`config.mk`:
```
export PLATFORM = sky130hd
export DESIGN_NAME = pdt_ram
export DESIGN_NICKNAME = d
export VERILOG_FILES = /design/src/rtl/pdt_ram.sv
export SDC_FILE = /design/constraint.sdc
export NUM_CORES = 2
export LEC_CHECK = 0
export BUFFER_PORTS_ARGS = -buffer_cell sky130_fd_sc_hd__clkbuf_2
export CAP_MARGIN = 10
export CORE_MARGIN = 1
export CORE_UTILIZATION = 40
export CTS_CLUSTER_DIAMETER = 30
export DETAILED_ROUTE_END_ITERATION = 8
export HOLD_SLACK_MARGIN = 0.08
export PLACE_DENSITY = 0.63
export REMOVE_ABC_BUFFERS = 1
export SYNTH_ARGS = -nofsm -noshare
export SYNTH_HDL_FRONTEND = slang
export SYNTH_SLANG_ARGS = --single-unit
export TNS_END_PERCENT = 30
```
`constraint.sdc`:
```
create_clock -name clk -period 4.01 [get_ports clk]
set_clock_uncertainty 0.2 [all_clocks]
set_input_delay 0.401 -clock clk [delete_from_list [all_inputs] [get_ports clk]]
set_output_delay 0.401 -clock clk [all_outputs]
set_load 0.005 [all_outputs]
```
`src/rtl/pdt_ram.sv`:
```
// Generic single-write, single-read RAM with registered read data.
`timescale 1ns / 1ps
module pdt_ram #(
	parameter int WIDTH = 32,
	parameter int DEPTH = 64
) (
	input  logic                                       clk,
	input  logic                                       we,
	input  logic [((DEPTH > 1) ? $clog2(DEPTH) : 1)-1:0] waddr,
	input  logic [WIDTH-1:0]                           wdata,
	input  logic                                       re,
	input  logic [((DEPTH > 1) ? $clog2(DEPTH) : 1)-1:0] raddr,
	output logic [WIDTH-1:0]                           rdata
);
	logic [WIDTH-1:0] mem [DEPTH];

	always_ff @(posedge clk) begin
		if (we) begin
			mem[waddr] <= wdata;
		end
		if (re) begin
			rdata <= mem[raddr];
		end
	end
endmodule

```
== Yosys cells after proc, flatten, opt, wreduce, memory -nomap -nowiden ==
Memories as Yosys holds them, arrays and structs flattened. A register that Yosys moved wholly into a read port is not among the register bits.
Cells that the tools add are included.

* Multiplexer cells: 2

{| class="wikitable"
|+ Operator list
! cell !! number
|-
| $mux 1 || 2
|}

* Register bits: 0
* Memory bits (writable): 2048
* Bits of input ports: 47
* Output and inout bits: 32
* Logic and storage cells: 3
* Memories: 1

{| class="wikitable"
|+ Memories
! memory !! depth !! bits a word !! read ports !! clocked after Yosys merged registers in !! wr ports !! line !! text
|-
| mem || 64 || 32 || 1 || 1 || 1 || 15 || <nowiki>logic [WIDTH-1:0] mem [DEPTH];</nowiki>
|}

== Longest topological paths before layout ==
* Word-level depth: 2
* Depth in mapped cells: 10
* Gate-level depth less buffers: 5

== Worst setup path before layout ==
No wires, ideal clock.

* Path type: input -> register
* Start: input waddr[3] (netlist name)
* End: memory mem[48][0], enable pin
* Setup time: 0.461 ns
* Data arrival time: 3.100 ns
* Required time: 3.349 ns
* Slack: 0.249 ns
* Cell stages on the path: 4
* Path buffers: 1
* Cell sequence: clkbuf_1 nor2b_1 nand4b_1 nor3_1

{| class="wikitable"
|+ RTL lines
! what !! line !! text
|-
| from (decl) || 9 || <nowiki>input logic [((DEPTH > 1) ? $clog2(DEPTH) : 1)-1:0] waddr,</nowiki>
|-
| to (decl) || 15 ||
|}

Straight into the memory's write port.

==> out/metrics.yaml <==
floorplanning:
  rows: 162
  fp.dieW_um: 445.9
  io_pins: 79
  core_area_um2: 195400
  die_h_um: 445.9
  die-area_um2: 198900
  initial_utilization_pct: 40.35
sta:
  fmax_ghz: 0.3137
  grt_setup_unrepaired: "no"
  timing.final.crit_period_ns: 3.187
  worstMarginPinSlew_ns: 1.272
  timing.final.ws_setup_ns: 0.8227
  setup_viol: 0
  period_share_pct: 79.48
  slew_violations: 0
  worst_hold_slack_ns: 0.1183
  slew_headroom_pct: 15.17
  hold_viol: 0
  final.setup.tns_ns: 0
pwr:
  pwr-share-clk_pct: 54.6
  powerDensity_nw_per_um2: 602.7
  power_frac_comb_pct: 4.1
  seq_power_share_pct: 41.3
  leakage_nw: 31.38
  swShare_pct: 21.13
  p_int_mw: 46.33
  switching_power_mw: 12.41
  ir_drop_v: 0.0004689
layout:
  nets: 3916
  final_util_pct: 49.89
  drive_above_1_share_pct: 36.90
  n_fill_cell: 15280
  area_delta_synth_final_pct: 23.65
  layout.cells.non_filler: 6817
worst_setup_path:
  crit_path_start_kind: "primary input"
  cp.required_ns: 4.41
  arrival_ns: 3.59
  path_class: "primary input to flip-flop"
  crit_fanout: 31
  cp-end-kind: "flip-flop"
drt:
  drc: 0
  drt_iter0_markers: 4769
  vias: 39150
  vias_per_cell: 5.743
  ant_nets: 0
  wl_per_cell_um: 31.38
  dr.pass1.iters: 7
  routed_wl_um: 213900
synthesis:
  ys_types: 33
  yosys_warnings: 0
  yosysTopAreaCellShare_pct: 79.23
  synth-edff-count: 2080
  async_flop_share_pct: 0
  synthTopCellsByArea: "edfxtp_1 79%, mux4_2 16%, mux2i_1 1.2%"
  netlist_area_um2: 78840
  synth_ff_type: "edfxtp_1"
  synth-seq-cells: 2080
  yosysSeqAreaShare_pct: 79.23
  netlist_instances: 3324
  synth_area_per_cell_um2: 23.72
  yosys.area.top_type: "edfxtp_1"
global_route:
  grt_pass1_wl_um: 300800
  antenna_found_initial: 15
  grt_pass1_vias: 40480
  grt_usage_pct: 21.55
  grt_overflow: 0
  grt_max_degree: 65
clocking:
  cts_buffer_depth: 4
  cts_buffers: 398
  htreeDepth: 5
  cts_setup_buffers: 0
  cts_tree: "yes"
  post_cts_resized: 0
  numClockSinks: 2080
  path_clk_slew_ns: 0.05
  cts-root-buf: "clkbuf_16"
  clk_latency_ns: 0.96
placement:
  dp.cells: 6073
  place_congestion: 0.8170
  post-dp-hpwl_um: 118100
  pre_cts_slack_ns: 0.002246
  port_buffers: 78
run:
  maxCapViolations: 0
hold_path:
  hold_class: "primary input to flip-flop"
status:
  status: "completed"
[cells in the mapped netlist, types with 21 or more instances]
| cell type | number |
|---|---|
| nor2_1 | 137 |
| a21oi_1 | 62 |
| buf_4 | 25 |
| nand2_1 | 26 |
| mux2i_1 | 93 |
| o22ai_1 | 84 |
| mux4_2 | 544 |
| o221ai_1 | 27 |
| buf_2 | 57 |
| edfxtp_1 | 2080 |
| buf_1 | 21 |
| clkbuf_1 | 74 |
[state kept, by name (all words and copies together), names as in the netlist]
signal	flops
rdata	32
mem	2048
[through the flow]
stage / total power [mW] / cell area, um^2
after floorplan: 25.51 / 77950
after global placement: 27.02 / 84200
after detailed placement: 27.05 / 84200
after CTS: 59.08 / 97400
after global routing: 60.17 / 97460
final: 58.75 / 97480
[kinds of logic after synthesis]
logic type,after synthesis,synth area share [%]
buffers and inverters,182,1.124
AO/OA/AOI/OAI,202,1.666
AND/OR/NAND/NOR,223,1.260
multiplexers,637,16.72
flip-flops,2080,79.23
[per-layer routing]
| layer | up-vias | global-route usage (%) | share of wire [%] |
|---|---|---|---|
| li1 | 15580 | - | - |
| met1 | 21180 | 28.60 | 39 |
| met2 | 2014 | 34.83 | 49 |
| met3 | 376 | 4.701 | 8.9 |
| met4 | 2 | 8.286 | 3.4 |
| met5 | - | 0 | 0.0061 |
[power by group through the flow]
stage               clock network, mW  logic, mW  registers [mW]
floorplan                           0      0.892            24.6
global placement                    0       2.35            24.7
detailed placement                  0       2.37            24.7
CTS                              32.4       2.39            24.3
global route                     33.4       2.49            24.3
finish                           32.1       2.38            24.3
[final cells by class]
class                      count  area [um^2]  share of cell area, %
sequential                  2080        62460                  64.07
timing repair buffer         327         2716                  2.787
antenna                        9        22.52                0.02310
clock inverter               273         2780                  2.852
tap                         2624         3283                  3.368
clock buffer                 442        10250                  10.52
multi-input combinational   1062        15970                  16.38
[cells in the final DEF (no fill, tap or decap), types with 30 or more instances in the layout]
| cell | n |
|---|---|
| bufinv_16 | 46 |
| o22ai_1 | 84 |
| a21oi_1 | 62 |
| clkinv_1 | 54 |
| buf_4 | 201 |
| buf_12 | 30 |
| clkbuf_2 | 74 |
| clkinvlp_4 | 51 |
| clkinv_2 | 70 |
| nor2_4 | 62 |
| mux2i_1 | 93 |
| nor2_1 | 75 |
| clkbuf_16 | 404 |
| clkinv_4 | 31 |
| edfxtp_1 | 2080 |
| mux4_2 | 544 |
| clkbuf_1 | 38 |
[critical path, stage by stage]
cell,delay [ns]
buf_8,0.32
buf_12,0.29
buf_12,0.30
mux4_2,0.57
mux4_2,0.53
o22ai_1,0.83
nor2_1,0.22
[repair_timing]
action	in CTS	in global routing
setup endpoints to repair	0	0
hold buffers	16	2
endpoints found under the hold margin	452	71
[path summary, 6_finish.rpt]
check	slack (ns)	end	from	cells after the start
setup reg to reg	1.05	rdata[18]	mem[22][18]	4
hold / removal	0.12	mem[14][21]	wdata[21]	1
setup / recovery	0.82	rdata[18]	raddr[0]	7
hold reg to reg	0.62	rdata[4]	mem[12][4]	4
(Power assumes the default switching activity.)
